<file path="src/rtl/acm_pkg.sv">
`default_nettype none
// ----------------------------------------------------------------------------
// acm_pkg
// Shared types, constants and AES-128 round functions for the CBC-MAC block.
// ----------------------------------------------------------------------------
package acm_pkg;

  localparam int BLOCK_BYTES = 16;
  localparam int BLOCK_W     = 8 * BLOCK_BYTES;
  localparam int CNT_W       = $clog2(BLOCK_BYTES);
  localparam int CFG_IDX_W   = 2;
  localparam int NUM_ROUNDS  = 10;
  localparam int RND_W       = 4;

  localparam logic [CFG_IDX_W-1:0] REG_KEY_HIGH = 2'd0;
  localparam logic [CFG_IDX_W-1:0] REG_KEY_LOW  = 2'd1;

  localparam logic [7:0] PAD_FULL = 8'h10;

  typedef struct packed {
    logic [7:0] data_byte;
    logic       has_byte;
    logic       end_of_message;
  } in_t;

  typedef struct packed {
    logic [63:0] mac_high;
    logic [63:0] mac_low;
  } out_t;

  // One block handed from the assembler to the cipher engine
  typedef struct packed {
    logic [BLOCK_W-1:0] blk;
    logic               last;
  } job_t;

  localparam logic [7:0] SBOX [256] = '{
    8'h63,8'h7c,8'h77,8'h7b,8'hf2,8'h6b,8'h6f,8'hc5,8'h30,8'h01,8'h67,8'h2b,8'hfe,8'hd7,8'hab,8'h76,
    8'hca,8'h82,8'hc9,8'h7d,8'hfa,8'h59,8'h47,8'hf0,8'had,8'hd4,8'ha2,8'haf,8'h9c,8'ha4,8'h72,8'hc0,
    8'hb7,8'hfd,8'h93,8'h26,8'h36,8'h3f,8'hf7,8'hcc,8'h34,8'ha5,8'he5,8'hf1,8'h71,8'hd8,8'h31,8'h15,
    8'h04,8'hc7,8'h23,8'hc3,8'h18,8'h96,8'h05,8'h9a,8'h07,8'h12,8'h80,8'he2,8'heb,8'h27,8'hb2,8'h75,
    8'h09,8'h83,8'h2c,8'h1a,8'h1b,8'h6e,8'h5a,8'ha0,8'h52,8'h3b,8'hd6,8'hb3,8'h29,8'he3,8'h2f,8'h84,
    8'h53,8'hd1,8'h00,8'hed,8'h20,8'hfc,8'hb1,8'h5b,8'h6a,8'hcb,8'hbe,8'h39,8'h4a,8'h4c,8'h58,8'hcf,
    8'hd0,8'hef,8'haa,8'hfb,8'h43,8'h4d,8'h33,8'h85,8'h45,8'hf9,8'h02,8'h7f,8'h50,8'h3c,8'h9f,8'ha8,
    8'h51,8'ha3,8'h40,8'h8f,8'h92,8'h9d,8'h38,8'hf5,8'hbc,8'hb6,8'hda,8'h21,8'h10,8'hff,8'hf3,8'hd2,
    8'hcd,8'h0c,8'h13,8'hec,8'h5f,8'h97,8'h44,8'h17,8'hc4,8'ha7,8'h7e,8'h3d,8'h64,8'h5d,8'h19,8'h73,
    8'h60,8'h81,8'h4f,8'hdc,8'h22,8'h2a,8'h90,8'h88,8'h46,8'hee,8'hb8,8'h14,8'hde,8'h5e,8'h0b,8'hdb,
    8'he0,8'h32,8'h3a,8'h0a,8'h49,8'h06,8'h24,8'h5c,8'hc2,8'hd3,8'hac,8'h62,8'h91,8'h95,8'he4,8'h79,
    8'he7,8'hc8,8'h37,8'h6d,8'h8d,8'hd5,8'h4e,8'ha9,8'h6c,8'h56,8'hf4,8'hea,8'h65,8'h7a,8'hae,8'h08,
    8'hba,8'h78,8'h25,8'h2e,8'h1c,8'ha6,8'hb4,8'hc6,8'he8,8'hdd,8'h74,8'h1f,8'h4b,8'hbd,8'h8b,8'h8a,
    8'h70,8'h3e,8'hb5,8'h66,8'h48,8'h03,8'hf6,8'h0e,8'h61,8'h35,8'h57,8'hb9,8'h86,8'hc1,8'h1d,8'h9e,
    8'he1,8'hf8,8'h98,8'h11,8'h69,8'hd9,8'h8e,8'h94,8'h9b,8'h1e,8'h87,8'he9,8'hce,8'h55,8'h28,8'hdf,
    8'h8c,8'ha1,8'h89,8'h0d,8'hbf,8'he6,8'h42,8'h68,8'h41,8'h99,8'h2d,8'h0f,8'hb0,8'h54,8'hbb,8'h16
  };

  function automatic logic [7:0] xtime(input logic [7:0] x);
    return {x[6:0], 1'b0} ^ (x[7] ? 8'h1b : 8'h00);
  endfunction

  // Next round key from the current one; byte 0 sits in the top bits
  function automatic logic [BLOCK_W-1:0] key_next(input logic [BLOCK_W-1:0] rk,
                                                   input logic [7:0] rcon);
    logic [31:0] t;
    logic [31:0] n0, n1, n2, n3;
    t  = {SBOX[rk[23:16]] ^ rcon, SBOX[rk[15:8]], SBOX[rk[7:0]], SBOX[rk[31:24]]};
    n0 = rk[127:96] ^ t;
    n1 = rk[95:64] ^ n0;
    n2 = rk[63:32] ^ n1;
    n3 = rk[31:0] ^ n2;
    return {n0, n1, n2, n3};
  endfunction

  // One cipher round: sub bytes, shift rows, mix columns unless last, add key
  function automatic logic [BLOCK_W-1:0] aes_round(input logic [BLOCK_W-1:0] s,
                                                    input logic [BLOCK_W-1:0] rk,
                                                    input logic last_rnd);
    logic [7:0] t [BLOCK_BYTES];
    logic [7:0] u [BLOCK_BYTES];
    logic [7:0] a0, a1, a2, a3, all;
    logic [BLOCK_W-1:0] r;
    for (int i = 0; i < BLOCK_BYTES; i++) begin
      t[i] = SBOX[s[BLOCK_W-1-8*i -: 8]];
    end
    for (int c = 0; c < 4; c++) begin
      for (int j = 0; j < 4; j++) begin
        u[j + 4*c] = t[j + 4*((c + j) & 3)];
      end
    end
    if (!last_rnd) begin
      for (int c = 0; c < 4; c++) begin
        a0  = u[4*c];
        a1  = u[4*c+1];
        a2  = u[4*c+2];
        a3  = u[4*c+3];
        all = a0 ^ a1 ^ a2 ^ a3;
        u[4*c]   = a0 ^ all ^ xtime(a0 ^ a1);
        u[4*c+1] = a1 ^ all ^ xtime(a1 ^ a2);
        u[4*c+2] = a2 ^ all ^ xtime(a2 ^ a3);
        u[4*c+3] = a3 ^ all ^ xtime(a3 ^ a0);
      end
    end
    for (int i = 0; i < BLOCK_BYTES; i++) begin
      r[BLOCK_W-1-8*i -: 8] = u[i] ^ rk[BLOCK_W-1-8*i -: 8];
    end
    return r;
  endfunction

endpackage
`default_nettype wire

</file>
<file path="src/rtl/acm_fifo.sv">
`default_nettype none
// ----------------------------------------------------------------------------
// acm_fifo
// Two-entry job queue between the assembler and the cipher engine.
// ----------------------------------------------------------------------------
module acm_fifo import acm_pkg::*; (
  input  wire logic clk_i,
  input  wire logic rst_ni,
  input  wire logic push_i,
  input  wire job_t push_job_i,
  output logic      full_o,
  output logic      valid_o,
  output job_t      job_o,
  input  wire logic pop_i
);

  job_t       mem_q [2];
  logic       wp_q, rp_q;
  logic [1:0] cnt_q;
  logic       do_pop;

  assign full_o  = (cnt_q == 2'd2);
  assign valid_o = (cnt_q != 2'd0);
  assign job_o   = mem_q[rp_q];
  assign do_pop  = pop_i && valid_o;

  // Advance pointers and count
  always_ff @(posedge clk_i or negedge rst_ni) begin
    if (!rst_ni) begin
      wp_q  <= 1'b0;
      rp_q  <= 1'b0;
      cnt_q <= 2'd0;
    end else begin
      if (push_i) begin
        wp_q <= ~wp_q;
      end
      if (do_pop) begin
        rp_q <= ~rp_q;
      end
      cnt_q <= cnt_q + 2'(push_i) - 2'(do_pop);
    end
  end

  always_ff @(posedge clk_i) begin
    if (push_i) begin
      mem_q[wp_q] <= push_job_i;
    end
  end

endmodule
`default_nettype wire

</file>
<file path="config.mk">
export PLATFORM = sky130hd
export DESIGN_NAME = acm_fifo
export DESIGN_NICKNAME = d
export VERILOG_FILES = /design/src/rtl/acm_pkg.sv /design/src/rtl/acm_fifo.sv
export SDC_FILE = /design/constraint.sdc
export NUM_CORES = 1
export LEC_CHECK = 0
export BUFFER_PORTS_ARGS = -buffer_cell sky130_fd_sc_hd__clkbuf_2
export CORE_ASPECT_RATIO = 1.2
export CORE_MARGIN = 5
export CORE_UTILIZATION = 30
export DETAILED_ROUTE_END_ITERATION = 12
export PLACE_DENSITY = 0.49
export SLEW_MARGIN = 20
export SYNTH_ARGS = -nofsm -noshare
export SYNTH_HDL_FRONTEND = slang
export SYNTH_SLANG_ARGS = --single-unit
export TNS_END_PERCENT = 30
</file>
<file path="constraint.sdc">
create_clock -name clk_i -period 14.1 [get_ports clk_i]
set_clock_uncertainty 0.1 [all_clocks]
set_input_delay 3.525 -clock clk_i [delete_from_list [all_inputs] [get_ports clk_i]]
set_output_delay 3.525 -clock clk_i [all_outputs]
set_load 0.05 [all_outputs]
</file>
; Word-level counts from Yosys, hierarchy flattened
; Memories as Yosys holds them, arrays and structs flattened.
; Index checks and enable logic that the tools add are counted.
[op_classes]
reduce_logical = 2
n_bitwise = 2
n_addsub = 2
mux = 2
n_eq_ne = 1
[ops]
columns = operator, n
row1 = $add A2 B1 Y2, 1
row2 = $eq A2 B2 Y1 const B, 1
row3 = $mux W1, 2
row4 = $not A1 Y1, 2
row5 = $reduce_bool A2 Y1, 1
row6 = $sub A2 B1 Y2, 1
row7 = $logic_and A1 B1 Y1, 1
[word_totals]
ram_bits = 258
out_inout_bits = 131
mem_count = 1
in_bits = 133
elab_cells = 13
register_bits = 4
[mem_list]
columns = memory, depth, word_bits, rd, rd_ports_with_merged_regs, wr, line_no
row1 = mem_q, 2, 129, 1, 0, 1, acm_fifo.sv:17  ; job_t mem_q [2];

; Logic depth before layout (Yosys ltp)
; Gate-level depths: netlist of run 1.
[logic_depth]
word_depth = 3
mapped_depth = 6
depth_no_buf = 6

; Worst setup path before layout of run 1
; No wires, ideal clock.
[synth_timing]
path_type = input to register
startpoint = input push_i
endpoint = memory mem_q[0][0] (netlist bit) (enable)
setup_ns = 0.634
required_time_ns = 13.366
path_stages = 1
n_path_buf = 0
arrival_time_ns = 9.116
setup_slack_ns = 4.250
path_cell_list = nor2b_1
[synth_via]
elab_chain_cells = 2
[synth_lines]
columns = item, line_no
row1 = "start, declared", acm_fifo.sv:9  ; input wire logic push_i,
row2 = $mux W1, acm_fifo.sv:45  ; if (push_i) begin
row3 = $mux W1 (implied by the code), acm_fifo.sv:46  ; mem_q[wp_q] <= push_job_i;
row4 = "end, declared", acm_fifo.sv:17
; Every way passes these cells.

==> results of run 1 <==
## logic make-up (layout without fill, tap and decap cells)
family	count (synthesis)	after routing
AO/OA/AOI/OAI	1	1
XOR/XNOR	4	4
AND/OR/NAND/NOR	4	4
buffers and inverters	16	318
multiplexers	129	129
flip-flops	262	262
adder cells (fa/ha/maj)	2	2
## synthesized netlist by cell type (all sizes together)
| cell | count |
|---|---|
| mux2 | 129 |
| edfxtp | 258 |
| buf | 14 |
| and2 | 1 |
| ha | 2 |
| nor2b | 2 |
| inv | 2 |
| xor2 | 2 |
| o21a | 1 |
| or2 | 1 |
| xnor2 | 2 |
| dfrtp | 4 |
## how the worst min path moves through the flow
stage / slack (ps) / from / to
floorplan: 360 / wp_q / wp_q
global placement: 430 / wp_q / wp_q
detailed placement: 440 / wp_q / wp_q
CTS: 450 / wp_q / wp_q
global route: 500 / wp_q / wp_q
finish: 440 / wp_q / wp_q
## critical path: stages, from the launching register on
cell	delay, ps
dfrtp_4	1040
buf_4	740
mux2_2	420
clkbuf_2	240
## routing by layer
layer / up-vias / GRT usage (%) / routed length, um
met2: 164 / 19.9 / 10800
li1: 2232 / - / -
met4: 0 / 3.29 / 500
met3: 42 / 3.22 / 1400
met5: - / 0 / 0
met1: 2403 / 12.1 / 7600
## sequential cells by signal (all words and copies together) (netlist names)
signal  flops
rp_q        1
mem_q     258
wp_q        1
cnt_q       2
## power breakdown
group | total [mW] | leakage, nW | switching (mW) | internal, mW
registers | 1.11 | 2.47 | 0.0734 | 1.04
logic | 1.12 | 1.68 | 0.824 | 0.297
clock network | 0.677 | 0.417 | 0.273 | 0.404
## final cells by class
type                    instances  area [sq um]
fillers                      2913         19300
flip-flops and latches        262          7850
multi-input cells             140          1560
clock inverters                16           146
well taps                     401           502
clock buffers                  33           698
inverters                       2          7.51
repair buffers                267          1350
## per-stage QoR
step / power, mW / utilization (%) / std cells
after global placement: 2.26 / 35.9 / 1072
after global routing: 3.04 / 38.6 / 1121
final: 2.91 / 38.6 / 1121
after CTS: 2.97 / 38.6 / 1121
after detailed placement: 2.27 / 35.9 / 1072
after floorplan: 2.04 / - / 418
==> summary.md, run 1 <==
| Metric | Value |
|---|---|
| Setup tns final | `0 ps` |
| Pre-antenna DRT Iters | `4` |
| PD cells | `240 mW/mm^2` |
| R2r endpoint | `mem_q[1][103]` |
| Post-synthesis adder-cell area fraction | `less than 1%` |
| Most common cell after layout, fill and taps aside | `clkbuf_2` |
| Multiplexer area fraction after synthesis | `approximately 15%` |
| Synth unique cells | `14` |
| Post-Syn Area | `roughly 0.0095 sq mm` |
| CP Class | `reg -> out` |
| Full die area | `roughly 0.035 sq mm` |
| First-pass GRT wire length | `between 30000 and 40000 um` |
| WHS | `about 440 ps` |
| CTS clk-pin slew, worst paths | `60 ps` |
| R2r startpoint | `wp_q` |
| Total CTS buffers | `27` |
| Compound-gate portion of the synthesized area | `0.0787%` |
| Number of global-route vias before repair | `~5400` |
| DR iter-0 viols | `167` |
| Worst Slack Setup Final | `roughly 7300 ps` |
| Gates resized, CTS repair | `0` |
| Clock Path Buffers | `3` |
| Detailed placement HPWL | `roughly 14000 um` |
| Status | `completed` |
| Syn avg cell area | `22.8 sq um` |
| Cell Area, Placed | `0.0113 sq mm` |
| CTS H-tree depth | `1` |
| Setup-failing EPs final | `0` |
| Worst r2r path cells | `2` |
| Clk Latency, worst-skew pair | `a little over 500 ps` |
| CP arrival | `around 3200 ps` |
| Routed WL | `20300 um` |
| Setup repair bufs after CTS | `0` |
| Starting Density | `30.4%` |
| Yosys warns | `0` |
| Dpl ws | `7770 ps` |
| Antenna violations before repair | `0` |
| Grt ovf | `0` |
| Yosys top cell by area | `edfxtp_1` |
| Worst slew margin | `about a third` |
| Post-Synth XOR/XNOR Area | `0.367%` |
| Tcrit/Tclk final | `about half` |
| WL/cell | `~18 um` |
| Worst setup SP type | `flop` |
| Post-synthesis simple-gate area fraction | `less than 1%` |
| Fin nets | `about 840` |
| Final worst path period need | `about 6800 ps` |
| Die Y | `between 200 and 250 um` |
| Commonest non-fill, non-tap cells in the layout | `clkbuf_2 (263), edfxtp_1 (258), mux2_2 (129), clkbuf_16 (27), clkinv_1 (7)` |
| Die X-Extent | `173 um` |
| Critical path endpoint category | `primary output` |
| Post-route cell area | `0.0121 sq mm` |
| Register area share after synthesis | `between 80% and 90%` |
| Clk sinks | `roughly 260` |
| Worst Max-Slew Pin Slew | `1010 ps` |
| DRC Markers | `0` |
| Final hold vios | `0` |
| Max-cap viol count | `0` |
| Net Count, Synth | `~550` |
| GRT Total Usage | `10.8%` |
| DR vias | `4841` |
| Layout overhead on the synthesized area | `27.0%` |
| Synth top area cells | `edfxtp_1 (81%), mux2_2 (15%), buf_6 (1.2%)` |
| Remaining antenna violation count after routing | `0` |
| CP Capture Point | `job_o[59]` |
| Synth top area share | `81.2%` |
| # port buffers | `around 260` |
| CTS hold repair buffers | `0` |
| RSZ-0062 raised after global routing | `no` |
| FP Rows | `71` |
| R2R Setup Slk | `between 10000 and 15000 ps` |
| Core area | `0.0314 sq mm` |
| Share of cells above drive strength 1 | `between 60% and 70%` |
| Worst-path fanout max | `slightly above 70` |
| Largest family of logic cells by synthesized area | `multiplexers` |
| Pleak | `about 4.6 nW` |
| CTS tree | `yes` |
| Fin. max-slew vios | `0` |
| Inserted Diodes | `0` |
| Number of vias per cell | `roughly 4.3` |
| Flops & latches, synth | `approximately 260` |
| CP required | `10470 ps` |
| Cells after synthesis | `418` |
| RD Place Congestion | `just under 0.7` |
| Crit path from | `rp_q` |
| Largest net degree at the start of global routing | `73` |
| Path type of the worst min-delay path | `reg -> reg` |
| CTS Root Cell | `clkbuf_16` |
| Max Clk Rate | `148 MHz` |
| Peak VDD IR | `roughly 0.14 mV` |
| Hold Path Stages | `1` |
| # IOs | `around 260` |
No activity file was read; power rests on OpenSTA's default activity.
==> run 2, diff against run 1 <==
Settings changed: ABC_AREA set to 1.
Clock period 14.1 ns to 6.33 ns, I/O delays scaled along.
==> summary.md, run 2 <==
| Metric | Value |
|---|---|
| Status | `completed (unchanged)` |
| Slowest cell delay on critical path | `750 ps (was 1040 ps)` |
| Tcrit/Tclk final | `between 70% and 80%` |
| Worst-path fanout max | `73 (was 72)` |
| Setup repair bufs after CTS | `0 (unchanged)` |
| Fin nets | `1109 (was 835)` |
| Clk sinks | `262 (unchanged)` |
| Grt ovf | `0 (unchanged)` |
| Setup tns final | `0 ps (unchanged)` |
| Largest net degree at the start of global routing | `74 (was 73)` |
| # port buffers | `263 (unchanged)` |
| Clk Latency, worst-skew pair | `530 ps (was 510 ps)` |
| Async S/R FF share, synth | `1.53% (unchanged)` |
| R2r endpoint | `mem_q[1][96] (was mem_q[1][103])` |
| DRC Markers | `0 (unchanged)` |
| Yosys warns | `0 (unchanged)` |
| Most frequent cell after synthesis | `nand2_1 (was edfxtp_1)` |
| FP Rows | `72 (was 71)` |
| Die X-Extent | `174 um (was 173 um)` |
| Buf/Inv on CP | `3 (was 2)` |
| Global routing's busiest layer | `met2 (unchanged)` |
| Worst setup SP type | `flop (unchanged)` |
| Hold Path Stages | `1 (unchanged)` |
| Post-Syn Area | `0.00966 sq mm (was 0.00954 sq mm)` |
| DR vias | `5916 (was 4841)` |
| Die Y | `207 um (was 205 um)` |
| Path type of the worst min-delay path | `reg -> reg (unchanged)` |
| R2r startpoint | `wp_q (unchanged)` |
| RSZ-0062 raised after global routing | `no (unchanged)` |
| PD cells | `561 mW/mm^2 (was 240 mW/mm^2)` |
| Cell Area, Placed | `0.0114 sq mm (was 0.0113 sq mm)` |
| Commonest non-fill, non-tap cells in the layout | `nand2_1 (397), clkbuf_2 (263), edfxtp_1 (258), clkbuf_16 (27), inv_1 (7) (was clkbuf_2 (263), edfxtp_1 (258), mux2_2 (129), clkbuf_16 (27), clkinv_1 (7))` |
| Core area | `0.0321 sq mm (was 0.0314 sq mm)` |
| Most common cell type on the critical path | `nand2_1` |
| Worst Slack Setup Final | `1760 ps (was 7330 ps)` |
| Detailed placement HPWL | `14400 um (was 14000 um)` |
| Final hold vios | `0 (unchanged)` |
| Antenna violations before repair | `1 (was 0)` |
| R2R Setup Slk | `4180 ps (was 11580 ps)` |
| CTS hold repair buffers | `0 (unchanged)` |
| DR iter-0 viols | `331 (was 167)` |
| CTS tree | `yes (unchanged)` |
| Cell family with most CP delay | `buffers and inverters (was flip-flops)` |
| Worst Max-Slew Pin Slew | `811 ps (was 1010 ps)` |
| Final worst path period need | `4570 ps` |
| PnR Total Power | `6.84 mW (was 2.91 mW)` |
| Pleak | `5.25 nW (was 4.56 nW)` |
| Met1 GRT Util | `14.2% (was 12.1%)` |
| M2 GR Usage | `20.4% (was 19.9%)` |
| CP Class | `reg -> out (unchanged)` |
| Top post-synthesis cells by count | `nand2_1 (397), edfxtp_1 (258), buf_4 (11), buf_6 (11), inv_1 (8) (was edfxtp_1 (258), mux2_2 (129), buf_6 (10))` |
| Clock Path Buffers | `3 (unchanged)` |
| Post-route cell area | `0.0122 sq mm (was 0.0121 sq mm)` |
| Max Clk Rate | `roughly 220 MHz` |
| EDFF count, synth | `258 (unchanged)` |
| Full die area | `0.0359 sq mm (was 0.0355 sq mm)` |
| Worst r2r path cells | `3 (was 2)` |
| CTS clk-pin slew, worst paths | `60 ps (about the same)` |
| RD Place Congestion | `0.707 (was 0.694)` |
| Starting Density | `30.1% (was 30.4%)` |
| Max stage delay cell, worst path | `dfrtp_4 (unchanged)` |
| Max-cap viol count | `0 (unchanged)` |
| Crit path cell chain | `inv_4 -> buf_12 -> nand2_1 -> nand2_1 -> clkbuf_2 (was buf_4 -> mux2_2 -> clkbuf_2)` |
| WL/cell | `15.8 um (was 18.1 um)` |
| CP arrival | `2890 ps (was 3150 ps)` |
| Synth top area share | `80.2% (was 81.2%)` |
| Fin. max-slew vios | `0 (unchanged)` |
| Setup-failing EPs final | `0 (unchanged)` |
| First-pass GRT wire length | `32700 um (was 30400 um)` |
| # IOs | `264 (unchanged)` |
| Hold path start | `wp_q (unchanged)` |
| Max FFs per register | `258 (unchanged)` |
| Cells after synthesis | `704 (was 418)` |
| Number of global-route vias before repair | `5777 (was 5383)` |
| Net Count, Synth | `839 (was 553)` |
| Worst slew margin | `45.9% (was 33.0%)` |
| Critical path endpoint category | `primary output (unchanged)` |
| Most common cell after layout, fill and taps aside | `nand2_1 (was clkbuf_2)` |
| Routed WL | `22100 um (was 20300 um)` |
| GRT Total Usage | `11.7% (was 10.8%)` |
| Flops & latches, synth | `262 (unchanged)` |
| Dpl ws | `2240 ps (was 7770 ps)` |
| CTS Root Cell | `clkbuf_16 (unchanged)` |
| Top_reg_cell synth | `edfxtp_1 (unchanged)` |
| Synth top area cells | `edfxtp_1 (80%), nand2_1 (15%), buf_6 (1.3%) (was edfxtp_1 (81%), mux2_2 (15%), buf_6 (1.2%))` |
| Remaining antenna violation count after routing | `0 (unchanged)` |
| Biggest regs | `mem_q: 258 flops, cnt_q: 2 flops (unchanged)` |
| Register area share after synthesis | `81.2% (was 82.3%)` |
| Yosys top cell by area | `edfxtp_1 (unchanged)` |
| Top reg by flops | `mem_q (unchanged)` |
| Pre-antenna DRT Iters | `5 (was 4)` |
| Met3 Usage GRT | `3.33% (was 3.22%)` |
| Gates resized, CTS repair | `0 (unchanged)` |
| Synth unique cells | `12 (was 14)` |
| Peak VDD IR | `0.278 mV (was 0.137 mV)` |
| Total CTS buffers | `27 (unchanged)` |
| CP required | `4650 ps (was 10470 ps)` |
| Number of vias per cell | `4.23 (was 4.32)` |
| WHS Endpoint | `wp_q (unchanged)` |
| Layout overhead on the synthesized area | `26.0% (was 27.0%)` |
| Syn avg cell area | `13.7 sq um (was 22.8 sq um)` |
| Share of cells above drive strength 1 | `31.0% (was 60.6%)` |
| CTS H-tree depth | `1 (unchanged)` |
==> run 2: per-layer routing <==
layer | vias to the layer above | share of wire, %
li1 | 2913 | -
met1 | 2782 | 41
met2 | 185 | 50
met3 | 34 | 7.2
met4 | 2 | 1.9
met5 | - | 0.036
==> run 2: cell families after synthesis <==
logic type    count (synthesis)  share of synthesized area, %
flops                       262                          81.2
simple gates                401                          15.6
xor+xnor                      1                        0.0906
buf+inv                      38                          2.85
fa+ha+maj                     2                         0.259
==> run 2: stage by stage <==
step | util (%) | instances | hold slack, ps
after floorplan | - | 704 | 381
after global placement | 35.4 | 1351 | 429
after detailed placement | 35.5 | 1352 | 440
after CTS | 38.0 | 1397 | 472
after global routing | 38.0 | 1397 | 489
final | 38.0 | 1398 | 458
==> run 2: final cells by class <==
type / count / area [sq um]
inverter: 9 / 41.3
clock buffer: 33 / 698
fill: 3114 / 19900
clock inverter: 12 / 103
antenna: 1 / 2.50
multi-input combinational: 404 / 1550
timing repair buffer: 270 / 1430
tap: 407 / 509
sequential: 262 / 7850
==> run 2: how the worst max path moves through the flow <==
stage / slack (ps) / startpoint / endpoint / cells past startpoint
2_1_floorplan: 840 / push_i / mem_q[0][0] / 2
3_3_place_gp: 2170 / rp_q / job_o[109] / 4
3_5_place_dp: 2240 / rp_q / job_o[109] / 4
4_1_cts: 1660 / rp_q / job_o[109] / 4
5_1_grt: 1520 / rp_q / job_o[71] / 5
6_report: 1760 / rp_q / job_o[55] / 5
==> run 2: worst register-to-register path, stage by stage (launching register included) <==
cell     delay [ps]
dfrtp_1         420
nand2_1         140
inv_6           510
buf_4           590
==> run 2: power by group <==
group | internal, mW | switching, mW | total (mW)
sequential | 2.30 | 0.140 | 2.44
combinational | 0.538 | 2.40 | 2.94
clock | 0.854 | 0.603 | 1.46
total | 3.69 | 3.15 | 6.84
