### config.mk
export PLATFORM = sky130hd
export DESIGN_NAME = acm_front
export DESIGN_NICKNAME = d
export VERILOG_FILES = /design/src/rtl/acm_pkg.sv /design/src/rtl/acm_front.sv
export SDC_FILE = /design/constraint.sdc
export NUM_CORES = 1
export LEC_CHECK = 0
export ABC_CLOCK_PERIOD_IN_PS = 11200
export BUFFER_PORTS_ARGS = -buffer_cell sky130_fd_sc_hd__buf_4
export CORE_ASPECT_RATIO = 0.8
export CORE_MARGIN = 3
export CORE_UTILIZATION = 40
export DETAILED_ROUTE_END_ITERATION = 10
export PLACE_DENSITY = 0.64
export SYNTH_ARGS = -nofsm -noshare
export SYNTH_HDL_FRONTEND = slang
export SYNTH_SLANG_ARGS = --single-unit
### constraint.sdc
create_clock -name clk_i -period 11.2 [get_ports clk_i]
set_clock_uncertainty 0.05 [all_clocks]
set_input_delay 0 -clock clk_i [delete_from_list [all_inputs] [get_ports clk_i]]
set_output_delay 0 -clock clk_i [all_outputs]
set_load 0.05 [all_outputs]
### src/rtl/acm_pkg.sv
`default_nettype none
// ----------------------------------------------------------------------------
// acm_pkg
// Shared types, constants and AES-128 round functions for the CBC-MAC block.
// ----------------------------------------------------------------------------
package acm_pkg;

  localparam int BLOCK_BYTES = 16;
  localparam int BLOCK_W     = 8 * BLOCK_BYTES;
  localparam int CNT_W       = $clog2(BLOCK_BYTES);
  localparam int CFG_IDX_W   = 2;
  localparam int NUM_ROUNDS  = 10;
  localparam int RND_W       = 4;

  localparam logic [CFG_IDX_W-1:0] REG_KEY_HIGH = 2'd0;
  localparam logic [CFG_IDX_W-1:0] REG_KEY_LOW  = 2'd1;

  localparam logic [7:0] PAD_FULL = 8'h10;

  typedef struct packed {
    logic [7:0] data_byte;
    logic       has_byte;
    logic       end_of_message;
  } in_t;

  typedef struct packed {
    logic [63:0] mac_high;
    logic [63:0] mac_low;
  } out_t;

  // One block handed from the assembler to the cipher engine
  typedef struct packed {
    logic [BLOCK_W-1:0] blk;
    logic               last;
  } job_t;

  localparam logic [7:0] SBOX [256] = '{
    8'h63,8'h7c,8'h77,8'h7b,8'hf2,8'h6b,8'h6f,8'hc5,8'h30,8'h01,8'h67,8'h2b,8'hfe,8'hd7,8'hab,8'h76,
    8'hca,8'h82,8'hc9,8'h7d,8'hfa,8'h59,8'h47,8'hf0,8'had,8'hd4,8'ha2,8'haf,8'h9c,8'ha4,8'h72,8'hc0,
    8'hb7,8'hfd,8'h93,8'h26,8'h36,8'h3f,8'hf7,8'hcc,8'h34,8'ha5,8'he5,8'hf1,8'h71,8'hd8,8'h31,8'h15,
    8'h04,8'hc7,8'h23,8'hc3,8'h18,8'h96,8'h05,8'h9a,8'h07,8'h12,8'h80,8'he2,8'heb,8'h27,8'hb2,8'h75,
    8'h09,8'h83,8'h2c,8'h1a,8'h1b,8'h6e,8'h5a,8'ha0,8'h52,8'h3b,8'hd6,8'hb3,8'h29,8'he3,8'h2f,8'h84,
    8'h53,8'hd1,8'h00,8'hed,8'h20,8'hfc,8'hb1,8'h5b,8'h6a,8'hcb,8'hbe,8'h39,8'h4a,8'h4c,8'h58,8'hcf,
    8'hd0,8'hef,8'haa,8'hfb,8'h43,8'h4d,8'h33,8'h85,8'h45,8'hf9,8'h02,8'h7f,8'h50,8'h3c,8'h9f,8'ha8,
    8'h51,8'ha3,8'h40,8'h8f,8'h92,8'h9d,8'h38,8'hf5,8'hbc,8'hb6,8'hda,8'h21,8'h10,8'hff,8'hf3,8'hd2,
    8'hcd,8'h0c,8'h13,8'hec,8'h5f,8'h97,8'h44,8'h17,8'hc4,8'ha7,8'h7e,8'h3d,8'h64,8'h5d,8'h19,8'h73,
    8'h60,8'h81,8'h4f,8'hdc,8'h22,8'h2a,8'h90,8'h88,8'h46,8'hee,8'hb8,8'h14,8'hde,8'h5e,8'h0b,8'hdb,
    8'he0,8'h32,8'h3a,8'h0a,8'h49,8'h06,8'h24,8'h5c,8'hc2,8'hd3,8'hac,8'h62,8'h91,8'h95,8'he4,8'h79,
    8'he7,8'hc8,8'h37,8'h6d,8'h8d,8'hd5,8'h4e,8'ha9,8'h6c,8'h56,8'hf4,8'hea,8'h65,8'h7a,8'hae,8'h08,
    8'hba,8'h78,8'h25,8'h2e,8'h1c,8'ha6,8'hb4,8'hc6,8'he8,8'hdd,8'h74,8'h1f,8'h4b,8'hbd,8'h8b,8'h8a,
    8'h70,8'h3e,8'hb5,8'h66,8'h48,8'h03,8'hf6,8'h0e,8'h61,8'h35,8'h57,8'hb9,8'h86,8'hc1,8'h1d,8'h9e,
    8'he1,8'hf8,8'h98,8'h11,8'h69,8'hd9,8'h8e,8'h94,8'h9b,8'h1e,8'h87,8'he9,8'hce,8'h55,8'h28,8'hdf,
    8'h8c,8'ha1,8'h89,8'h0d,8'hbf,8'he6,8'h42,8'h68,8'h41,8'h99,8'h2d,8'h0f,8'hb0,8'h54,8'hbb,8'h16
  };

  function automatic logic [7:0] xtime(input logic [7:0] x);
    return {x[6:0], 1'b0} ^ (x[7] ? 8'h1b : 8'h00);
  endfunction

  // Next round key from the current one; byte 0 sits in the top bits
  function automatic logic [BLOCK_W-1:0] key_next(input logic [BLOCK_W-1:0] rk,
                                                   input logic [7:0] rcon);
    logic [31:0] t;
    logic [31:0] n0, n1, n2, n3;
    t  = {SBOX[rk[23:16]] ^ rcon, SBOX[rk[15:8]], SBOX[rk[7:0]], SBOX[rk[31:24]]};
    n0 = rk[127:96] ^ t;
    n1 = rk[95:64] ^ n0;
    n2 = rk[63:32] ^ n1;
    n3 = rk[31:0] ^ n2;
    return {n0, n1, n2, n3};
  endfunction

  // One cipher round: sub bytes, shift rows, mix columns unless last, add key
  function automatic logic [BLOCK_W-1:0] aes_round(input logic [BLOCK_W-1:0] s,
                                                    input logic [BLOCK_W-1:0] rk,
                                                    input logic last_rnd);
    logic [7:0] t [BLOCK_BYTES];
    logic [7:0] u [BLOCK_BYTES];
    logic [7:0] a0, a1, a2, a3, all;
    logic [BLOCK_W-1:0] r;
    for (int i = 0; i < BLOCK_BYTES; i++) begin
      t[i] = SBOX[s[BLOCK_W-1-8*i -: 8]];
    end
    for (int c = 0; c < 4; c++) begin
      for (int j = 0; j < 4; j++) begin
        u[j + 4*c] = t[j + 4*((c + j) & 3)];
      end
    end
    if (!last_rnd) begin
      for (int c = 0; c < 4; c++) begin
        a0  = u[4*c];
        a1  = u[4*c+1];
        a2  = u[4*c+2];
        a3  = u[4*c+3];
        all = a0 ^ a1 ^ a2 ^ a3;
        u[4*c]   = a0 ^ all ^ xtime(a0 ^ a1);
        u[4*c+1] = a1 ^ all ^ xtime(a1 ^ a2);
        u[4*c+2] = a2 ^ all ^ xtime(a2 ^ a3);
        u[4*c+3] = a3 ^ all ^ xtime(a3 ^ a0);
      end
    end
    for (int i = 0; i < BLOCK_BYTES; i++) begin
      r[BLOCK_W-1-8*i -: 8] = u[i] ^ rk[BLOCK_W-1-8*i -: 8];
    end
    return r;
  endfunction

endpackage
`default_nettype wire

### src/rtl/acm_front.sv
`default_nettype none
// ----------------------------------------------------------------------------
// acm_front
// Byte assembler: gathers message bytes into blocks, pads the last block and
// pushes each finished block to the job queue.
// ----------------------------------------------------------------------------
module acm_front import acm_pkg::*; (
  input  wire logic clk_i,
  input  wire logic rst_ni,
  input  wire logic in_valid_i,
  output logic      in_ready_o,
  input  wire in_t  in_data_i,
  output logic      push_o,
  output job_t      push_job_o,
  input  wire logic full_i
);

  logic [BLOCK_W-1:0] buf_q, buf_d;
  logic [CNT_W-1:0]   cnt_q, cnt_d;
  logic               pend_q, pend_d;
  logic               acc;
  logic [BLOCK_W-1:0] filled, padded;
  logic [CNT_W-1:0]   cnt1;
  logic [CNT_W:0]     npad;

  assign in_ready_o = !pend_q && !full_i;
  assign acc        = in_valid_i && in_ready_o;

  // Insert the carried byte and pad from the new fill level
  always_comb begin
    filled = buf_q;
    if (in_data_i.has_byte) begin
      filled[BLOCK_W-1-8*cnt_q -: 8] = in_data_i.data_byte;
    end
    cnt1   = cnt_q + CNT_W'(in_data_i.has_byte);
    npad   = (CNT_W+1)'(BLOCK_BYTES) - {1'b0, cnt1};
    padded = filled;
    for (int i = 0; i < BLOCK_BYTES; i++) begin
      if (CNT_W'(i) >= cnt1) begin
        padded[BLOCK_W-1-8*i -: 8] = 8'(npad);
      end
    end
  end

  // Decide what goes to the queue this cycle
  always_comb begin
    buf_d           = buf_q;
    cnt_d           = cnt_q;
    pend_d          = pend_q;
    push_o          = 1'b0;
    push_job_o.blk  = padded;
    push_job_o.last = 1'b1;
    if (pend_q) begin
      if (!full_i) begin
        push_o          = 1'b1;
        push_job_o.blk  = {BLOCK_BYTES{PAD_FULL}};
        push_job_o.last = 1'b1;
        pend_d          = 1'b0;
      end
    end else if (acc) begin
      buf_d = filled;
      cnt_d = in_data_i.end_of_message ? '0 : cnt1;
      if (in_data_i.has_byte && (cnt_q == CNT_W'(BLOCK_BYTES - 1))) begin
        push_o          = 1'b1;
        push_job_o.blk  = filled;
        push_job_o.last = 1'b0;
        pend_d          = in_data_i.end_of_message;
      end else if (in_data_i.end_of_message) begin
        push_o = 1'b1;
      end
    end
  end

  always_ff @(posedge clk_i or negedge rst_ni) begin
    if (!rst_ni) begin
      cnt_q  <= '0;
      pend_q <= 1'b0;
    end else begin
      cnt_q  <= cnt_d;
      pend_q <= pend_d;
    end
  end

  always_ff @(posedge clk_i) begin
    buf_q <= buf_d;
  end

endmodule
`default_nettype wire

== Yosys cells after proc, flatten, opt, wreduce, memory -nomap -nowiden ==
Index checks and enable logic that the tools add are counted.

* Muxes and demuxes: 32
* Reductions and logical operators: 6
* Order comparisons: 16
* Shift operators: 2
* Add/sub/neg operators: 4
* Bitwise gates (word level): 1
* Equal/unequal tests: 1

{| class="wikitable"
|+ Operators by type and width
! operator !! count
|-
| $mux 129 || 4
|-
| $shift 8x34->135 const A || 1
|-
| $shiftx 8x34->135 || 1
|-
| $bwmux 128 || 1
|-
| $mux 128 || 1
|-
| $mux 8 || 16
|-
| $neg 32->34 || 1
|-
| $ge 4x4->1 const A || 8
|-
| $ge 3x4->1 const A || 4
|-
| $mux 1 || 9
|-
| $ge 1x4->1 const A || 2
|-
| $ge 2x4->1 const A || 2
|-
| $sub 7x7->8 const A || 1
|-
| $sub 5x4->5 const A || 1
|-
| $add 4x1->4 || 1
|-
| $eq 4x4->1 const B || 1
|-
| $mux 4 || 1
|-
| $logic_and 1x1->1 || 3
|-
| $logic_not 1->1 || 2
|-
| $reduce_and 2->1 || 1
|-
| $not 1->1 || 1
|}

* Flip-flop bits (word level): 133
* Logic and storage cells: 65

== Longest topological paths before layout ==
Gate-level depths: netlist (run 1).

* Depth after elaboration: 9
* Gate-level depth with buffers: 12
* Mapped depth without buffers: 10

== Worst setup path after synthesis (run 1) ==
OpenSTA, ideal clock, no wires.

* Path kind: reg-to-output
* From: register pend_q
* To: output push_o
* Data required time: 11,150 ps
* Path buffers: 1
* Arrival: 4,118 ps
* Stages on the path, launching flop included: 6
* Setup slack: 7,032 ps
* Cell sequence: dfrtp_1 > or3b_1 > buf_2 > inv_1 > o21ai_0 > nand2_1

* Cells in the longest elaborated chain, start to end: 5

{| class="wikitable"
|+ Ends and longest elaborated chain
! what !! line !! RTL
|-
| from (decl) || acm_front.sv:20 || <nowiki>logic pend_q, pend_d;</nowiki>
|-
| from (signal assigned) || acm_front.sv:80 || <nowiki>pend_q <= pend_d;</nowiki>
|-
| $logic_not 1->1 || acm_front.sv:26 || <nowiki>assign in_ready_o = !pend_q && !full_i;</nowiki>
|-
| $logic_and 1x1->1 || acm_front.sv:26 ||
|-
| $logic_and 1x1->1 || acm_front.sv:27 || <nowiki>assign acc = in_valid_i && in_ready_o;</nowiki>
|-
| $mux 1 || acm_front.sv:60 || <nowiki>end else if (acc) begin</nowiki>
|-
| $mux 1 * || acm_front.sv:53 || <nowiki>if (pend_q) begin</nowiki>
|-
| to (decl) || acm_front.sv:13 || <nowiki>output logic push_o,</nowiki>
|}

Mark *: on every way between the ends. The rest lies on a longest branch, timed or not.

==> impl_metrics.ini, run 1 <==
[outcome]
status = finished, final reports clean

[detailed_routing]
routed_via_density = 5.70
routedWlPerCell_um = 22.2
post-route-drc-count = 0
first_pass_iters = 8
detail-route-antenna-nets = 0
drtIter0Drc = 434
via_count = 5715
routed_wl_um = 22200

[clock_tree]
htree_levels = 4
cts.repair.resized = 0
cts_buffer_depth = 2
cts_tree = done
path_clk_slew_ns = 0.06
cts_root_buf = clkbuf_16
numCtsBuffers = 17
clk_latency_ns = 0.42
cts_sinks = 125

[logic_synthesis]
synth_flop_cell = edfxtp_1
syn_area_um2 = 7320
yosysWarnings = 0
postSynthCellCount = 632
synth_cell_type_count = 66
ys_seq_area_share_pct = 51.0
synth-edff-count = 120
synth_nets = 651
async_flop_share_pct = 4.00
avgSynthCellArea_um2 = 11.6
synth_seq_cells = 125

[global_route]
grtUsageTotal_pct = 22.0
grt_remaining_overflow = 0
grt_pass1_wl_um = 33100
grt_max_degree = 67
grt_pass1_vias = 5589
antenna_found_initial = 1

[setup_path]
crit_path_end_kind = output port
crit_fanout = 39
crit_type = flip-flop to output port
cp.required_ns = 11.15
arrival_ns = 3.81
startpoint_type = flip-flop

[timing]
rsz0062_at_grt = false
finalHoldViolCount = 0
setup_violations = 0
finalCritPeriodShare_pct = 34.5
worst_pin_slew_ns = 0.998
fin_setup_tns_ns = 0
maxSlewViolCount = 0
fmax_mhz = 259
min_period_ns = 3.86
slew_headroom_pct = 33.5

[floorplanning]
die_h_um = 127
coreArea_um2 = 17600
dieArea_um2 = 20000
initial_core_util_pct = 41.5
rows = 43
pin_count = 145
fp.dieW_um = 157

[cells_and_area]
n_antenna_cell = 0
drive_gt1_share_pct = 38.1
area_delta_synth_final_pct = 25.7
fin_cells = 1002
design_area_um2 = 9200
fin_nets = 783

[power_and_ir_drop]
power_density_nw_per_um2 = 202
total_power_mw = 1.86
p_leak_nw = 3.68
ir_drop_uv = 175

[placement]
io_buffers = 144
routabilityCongestion = 0.873
dpl.hpwl_um = 14900
dp.cells = 966
placed_area_um2 = 8510

[hold_path]
hold_path_class = primary input to flip-flop

[flow_run]
drv_cap = 0
-- layout make-up --
type                       instances  area (um2)
clock buffer                      18         429
tap                              225         282
sequential                       125        3730
multi-input combinational        428        3230
clock inverter                    14         218
inverter                          39         149
timing repair buffer             153        1160
fill                            1595        8450
-- synth_stat cells (7+ instances only) --
master	number	area, um2
nor2_1	19	71.3
nand2b_1	7	43.8
inv_1	38	143
mux2i_1	36	360
nor2b_1	39	244
mux2_2	87	980
nand2_1	51	191
o211ai_1	8	60.1
buf_2	17	85.1
o22ai_1	28	175
o21ai_0	25	125
clkbuf_1	15	56.3
nor2_2	9	56.3
edfxtp_1	120	3600
nand3_1	13	65.1
and2_1	13	81.3
o21ai_1	11	55.1
-- sequential cells by signal, indices dropped and copies added (netlist names) --
register and flops:
cnt_q 4, buf_q 120, pend_q 1
-- stage by stage --
| step | util, % | worst slack, ns | hold WS, ns |
|---|---|---|---|
| after floorplan | - | 7.03 | -0.346 |
| after CTS | 52.1 | 7.43 | 0.0465 |
| final | 52.1 | 7.34 | 0.0798 |
| after detailed placement | 48.2 | 7.90 | -0.236 |
| after global placement | 48.2 | 7.99 | -0.234 |
| after global routing | 52.1 | 7.07 | 0.0853 |
-- final timing paths --
| path | depth (start not counted) | to | slack (ns) | start |
|---|---|---|---|---|
| setup / recovery | 8 | push_job_o[82] | 7.34 | cnt_q[3] |
| hold / removal | 3 | buf_q[44] | 0.08 | in_data_i[6] |
| setup reg to reg | 5 | cnt_q[2] | 8.17 | pend_q |
| hold reg to reg | 2 | buf_q[35] | 0.50 | buf_q[35] |
| max in group asynchronous | 3 | cnt_q[0] | 10.43 | rst_ni |
| min in group asynchronous | 3 | pend_q | 0.46 | rst_ni |
-- metal layers --
metal / vias up / GRT usage, % / wire (um)
met4: 0 / 5.56 / 235
met2: 259 / 31.9 / 9530
met3: 21 / 4.37 / 1890
li1: 2595 / - / -
met5: - / 0 / 0
met1: 2840 / 33.6 / 10600
-- power breakdown --
part	internal, mW	switching [mW]	leakage [nW]
combinational	0.189	0.517	2.18
sequential	0.535	0.00873	1.19
clock	0.395	0.213	0.308
total	1.12	0.738	3.68
-- kinds of logic after synthesis --
group,Yosys count,share of synthesized area [%]
simple gates,173,12.8
mux,125,18.7
flops,125,51.0
compound gates,121,11.3
buf+inv,79,4.82
fa+ha+maj,6,0.992
xor+xnor,3,0.359
-- worst max-delay path, cell delays in order, from the launching register on --
cell	delay, ns
dfrtp_1	1.00
nand2_1	0.40
nor3_4	0.26
buf_4	0.43
inv_2	0.21
nand2_1	0.39
o21ai_2	0.21
o22ai_1	0.21
buf_4	0.23
-- layout by cell type (no fill, tap or decap), types with 7 or more instances in the layout --
cell type / instances
mux2_2: 87
nand2b_1: 7
o211ai_1: 8
nand3_1: 13
o22ai_1: 28
inv_1: 37
nor2_1: 19
o21ai_1: 11
and2_1: 13
nor2_2: 9
clkbuf_16: 17
edfxtp_1: 120
o21ai_0: 25
nand2_1: 51
nor2b_1: 39
buf_4: 149
mux2i_1: 36
-- repair_timing --
item                      CTS  global route
hold endpoints to repair   10             0
hold buffers                4             0
buffers inserted            0             0
(Power assumes the default switching activity.)
==> run 2, diff against run 1 <==
Settings changed: ABC_AREA from default to 1, ABC_CLOCK_PERIOD_IN_PS 11200 to 3720.
Clock period 11.2 ns to 3.72 ns, I/O delays scaled along.
==> impl_metrics.ini, run 2 <==
[outcome]
status = finished, final reports clean

[placement]
routabilityCongestion = 0.963
placed_area_um2 = 8470
dpl.hpwl_um = 16900
io_buffers = 144
dp.cells = 1255

[cells_and_area]
fin_nets = 1081
design_area_um2 = 9190
fin_cells = 1300
drive_gt1_share_pct = 19.3
reg.largest.list = buf_q x121, cnt_q x4, pend_q x1
final_cell_mix = nand2_1 (277), buf_4 (147), inv_1 (136)
area_delta_synth_final_pct = 26.9
n_antenna_cell = 0
final_common_cell = nand2_1
largest_register_ffs = 121
regMostFlops = buf_q

[logic_synthesis]
synth_cell_type_count = 28
synth_seq_cells = 126
synth_nets = 934
syn_area_um2 = 7240
synthTopCellsByArea = edfxtp_1 (50%), nand2_1 (14%), o21ai_0 (8.2%), inv_1 (7.1%), nor2_1 (4.2%)
ys_seq_area_share_pct = 51.9
postSynthCellCount = 915
yosys.area.top_type = edfxtp_1
yosys-top-cells-count = nand2_1 (277), inv_1 (136), edfxtp_1 (121), o21ai_0 (119), nor2_1 (80)
yosysWarnings = 0
synth_most_common_cell = nand2_1
avgSynthCellArea_um2 = 7.91
synth-edff-count = 121
yosysTopAreaCellShare_pct = 50.2
synth_flop_cell = edfxtp_1
async_flop_share_pct = 3.97

[detailed_routing]
routed_wl_um = 24000
drtIter0Drc = 755
via_count = 6703
routedWlPerCell_um = 18.4
detail-route-antenna-nets = 0
post-route-drc-count = 0
first_pass_iters = 6
routed_via_density = 5.16

[power_and_ir_drop]
seqPwrFrac_pct = 27.3
power_density_nw_per_um2 = 666
switching_power_mw = 2.76
combPwrFrac_pct = 45.2
p_clk_share_pct = 27.5
p_leak_nw = 4.47
intPower_mw = 3.35
ir_drop_uv = 579
sw_frac_of_total_pct = 45.2

[global_route]
antenna_found_initial = 0
grtUsageTotal_pct = 24.3
grt_remaining_overflow = 0
grt_pass1_vias = 6281
grt_max_degree = 67
grt_pass1_wl_um = 36200

[clock_tree]
numCtsBuffers = 17
cts_buffer_depth = 2
clk_latency_ns = 0.43
htree_levels = 4
path_clk_slew_ns = 0.05
cts_setup_buffers = 0
cts.repair.resized = 0
cts_root_buf = clkbuf_16
cts_tree = done
cts_sinks = 126

[floorplanning]
fp.dieW_um = 156
die_h_um = 126
dieArea_um2 = 19700
initial_core_util_pct = 41.3
pin_count = 145
rows = 43
coreArea_um2 = 17500

[timing]
fin_setup_tns_ns = 0
worst_pin_slew_ns = 0.888
maxSlewViolCount = 0
fmax_mhz = 303
slew_headroom_pct = 40.8
setup_violations = 0
rsz0062_at_grt = false
finalCritPeriodShare_pct = 88.7
finalHoldViolCount = 0
min_period_ns = 3.30

[setup_path]
r2r_start = pend_q
crit_type = flip-flop to output port
startpoint_type = flip-flop
ff2ff_setup_slack_ns = 1.40
crit_path_end_kind = output port
reg2reg_depth = 6
r2r_end = cnt_q[0]
cp.required_ns = 3.67
crit_fanout = 8
arrival_ns = 3.25

[hold_path]
hold_depth = 3
hold_start = in_data_i[8]
whs_endpoint = buf_q[22]
hold_path_class = primary input to flip-flop

[flow_run]
drv_cap = 0
-- run 2: changes by cell type after synthesis, sizes merged, moves of 8 or more --
cell	before	now
o22ai	28	4
o211ai	8	0
mux2	89	0
a21oi	4	24
o21a	2	11
and2	13	0
nor2b	39	0
nand2	52	285
o21ai	38	137
mux2i	36	0
inv	39	144
nor2	28	92
nand3	14	43
-- run 2: logic make-up after synthesis --
family                     Yosys count  share of synthesized area (%)
AOI/OAI and AO/OA                  177                           12.9
adders and majority gates            5                          0.865
buffers and inverters              176                           9.58
DFF                                126                           51.9
and+or+nand+nor                    431                           24.7
-- run 2: power by group through the flow --
stage / logic [mW] / clock network, mW / registers [mW]
floorplan: 1.82 / 0 / 1.69
global route: 2.89 / 1.76 / 1.68
global placement: 2.74 / 0 / 1.69
detailed placement: 2.74 / 0 / 1.70
finish: 2.76 / 1.68 / 1.67
CTS: 2.76 / 1.70 / 1.67
-- run 2: per-stage QoR --
| stage | power, mW | utilization (%) | worst slack (ns) | hold WS (ns) |
|---|---|---|---|---|
| 2_1_floorplan | 3.50 | - | -0.175 | -0.346 |
| 3_3_place_gp | 4.43 | 48.3 | 0.955 | -0.227 |
| 3_5_place_dp | 4.44 | 48.3 | 0.935 | -0.228 |
| 4_1_cts | 6.12 | 52.4 | 0.463 | 0.0438 |
| 5_1_grt | 6.32 | 52.4 | 0.214 | 0.0681 |
| 6_report | 6.11 | 52.4 | 0.419 | 0.0452 |
-- run 2: worst max-delay path by stage --
| stage | start | to |
|---|---|---|
| 2_1_floorplan | pend_q | push_job_o[81] |
| 3_3_place_gp | cnt_q[0] | push_job_o[59] |
| 3_5_place_dp | cnt_q[0] | push_job_o[59] |
| 4_1_cts | cnt_q[0] | push_job_o[59] |
| 5_1_grt | cnt_q[0] | push_job_o[59] |
| 6_report | cnt_q[0] | push_job_o[59] |
-- run 2: area by class of cell --
class	instances	area (um2)
clock buffers	20	437
clock inverters	12	145
fillers	1731	8350
inverters	144	546
multi-input cells	613	2780
flip-flops and latches	126	3760
well taps	225	282
repair buffers	160	1230
-- run 2: per-layer routing --
metal	vias to the layer above	track usage (%)	part of all wire (%)
li1	3260	-	-
met1	3124	35.7	47
met2	287	36.2	44
met3	32	5.35	7.8
met4	0	7.31	1.8
met5	-	0	0
-- run 2: critical path, stage by stage, from the launching register on --
cell	delay (ns)
dfrtp_1	0.46
ha_1	0.42
inv_1	0.19
ha_1	0.27
nand2_2	0.14
inv_1	0.10
nor2_2	0.19
nand2_1	0.31
inv_1	0.16
nand2_1	0.20
o21ai_1	0.17
buf_4	0.22
-- run 2: what timing repair did --
| action | 4_1_cts | 5_1_grt |
|---|---|---|
| endpoints found under the hold margin | 32 | 0 |
| hold buffers | 13 | 0 |
| endpoints found under the setup margin | 0 | 0 |
==> run 3, diff against run 2 <==
Settings changed: CORE_UTILIZATION 40 to 54, PLACE_DENSITY 0.64 to 0.82.
==> impl_metrics.ini, run 3 (synthesized netlist as in run 2, its figures left out) <==
[flow_run]
drv_cap = 0

[hold_path]
hold_path_class = primary input to flip-flop
hold_depth = 3

[global_route]
grtUsageTotal_pct = 29.9
grt_pass1_wl_um = 33500
grt_max_degree = 76
antenna_found_initial = 0
grt_remaining_overflow = 0
grt_pass1_vias = 6023

[setup_path]
crit_path_end_kind = output port
cp.required_ns = 3.67
crit_type = flip-flop to output port
startpoint_type = flip-flop
arrival_ns = 3.18
reg2reg_depth = 6
crit_fanout = 8

[floorplanning]
coreArea_um2 = 13000
die_h_um = 110
fp.dieW_um = 135
initial_core_util_pct = 55.8
rows = 37
dieArea_um2 = 14800
pin_count = 145

[cells_and_area]
drive_gt1_share_pct = 19.8
area_delta_synth_final_pct = 26.4
final_common_cell = nand2_1
regMostFlops = buf_q
nFillCells = 1084
final_cell_mix = nand2_1 (277), buf_4 (148), inv_1 (136)
reg.largest.list = buf_q x121, cnt_q x4, pend_q x1
fin_nets = 1082
fin_cells = 1251
largest_register_ffs = 121
n_antenna_cell = 0
utilization_pct = 70.6

[clock_tree]
clk_latency_ns = 0.42
numCtsBuffers = 17
cts_tree = done
cts_root_buf = clkbuf_16
cts_buffer_depth = 2
htree_levels = 4
cts_setup_buffers = 0
path_clk_slew_ns = 0.06
cts.repair.resized = 0
cts_sinks = 126

[timing]
maxSlewViolCount = 0
finalCritPeriodShare_pct = 86.7
setup_violations = 0
rsz0062_at_grt = false
holdWs_ns = 0.0502
fin_setup_tns_ns = 0
min_period_ns = 3.23
slew_headroom_pct = 36.6
finalHoldViolCount = 0
fmax_mhz = 310
worst_pin_slew_ns = 0.950

[placement]
dp.cells = 1206
dpl.hpwl_um = 15400
io_buffers = 144
routabilityCongestion = 1.00

[detailed_routing]
detail-route-antenna-nets = 0
routedWlPerCell_um = 17.7
post-route-drc-count = 0
first_pass_iters = 9
routed_wl_um = 22200
drtIter0Drc = 791
routed_via_density = 5.48
via_count = 6850

[power_and_ir_drop]
p_leak_nw = 4.47
power_density_nw_per_um2 = 667
total_power_mw = 6.10
ir_drop_uv = 658

[outcome]
status = finished, final reports clean
run 3: cell types whose count changed in the layout (fill, tap and decap cells not counted), sizes merged:
cell | previous run | this run
clkinvlp | 1 | 4
clkbuf | 20 | 18
clkinv | 8 | 6
buf | 147 | 148
inv | 144 | 145
run 3: worst max-delay path: stages (launching register included):
cell,delay (ns)
dfrtp_1,0.48
ha_1,0.24
inv_1,0.05
nand2_1,0.04
nand2_1,0.15
inv_1,0.11
ha_1,0.42
inv_1,0.08
nor2_2,0.43
nand2_1,0.19
o21ai_0,0.29
buf_4,0.26
run 3: per-layer routing:
layer	vias to the layer above	part of all wire, %	GRT usage, %
li1	3266	-	-
met1	3146	43	44.3
met2	384	44	44.5
met3	54	10	5.31
met4	0	2.8	10.9
met5	-	0	0
run 3: final cells by class:
cell class              count  area (um2)  share of cell area (%)
clock buffers              18         429                    4.69
flip-flops and latches    126        3760                    41.1
inverters                 144         546                    5.96
well taps                 175         219                    2.39
clock inverters            14         169                    1.85
repair buffers            161        1240                    13.6
multi-input cells         613        2780                    30.4
run 3: power breakdown:
| group | total [mW] | internal [mW] | switching, mW |
|---|---|---|---|
| logic | 2.74 | 0.666 | 2.07 |
| clock network | 1.70 | 1.05 | 0.643 |
| registers | 1.67 | 1.64 | 0.0264 |
| total | 6.10 | 3.36 | 2.74 |
run 3: final timing paths:
path	start	to	slack [ns]
max in group asynchronous	rst_ni	pend_q	2.89
min reg2reg	buf_q[92]	buf_q[92]	0.50
max	cnt_q[0]	push_job_o[98]	0.49
max reg2reg	pend_q	cnt_q[0]	1.28
min	in_data_i[8]	buf_q[14]	0.05
min in group asynchronous	rst_ni	cnt_q[3]	0.49
run 3: repair_timing:
action,in CTS,in global routing
setup endpoints to repair,0,0
hold buffers,13,0
hold endpoints to repair,29,0
run 3: per-stage QoR:
stage          worst slack (ns)  cell area, um2
2_1_floorplan            -0.175            7240
3_3_place_gp               1.14            8420
3_5_place_dp               1.08            8420
4_1_cts                   0.623            9150
5_1_grt                   0.355            9150
6_report                  0.493            9150
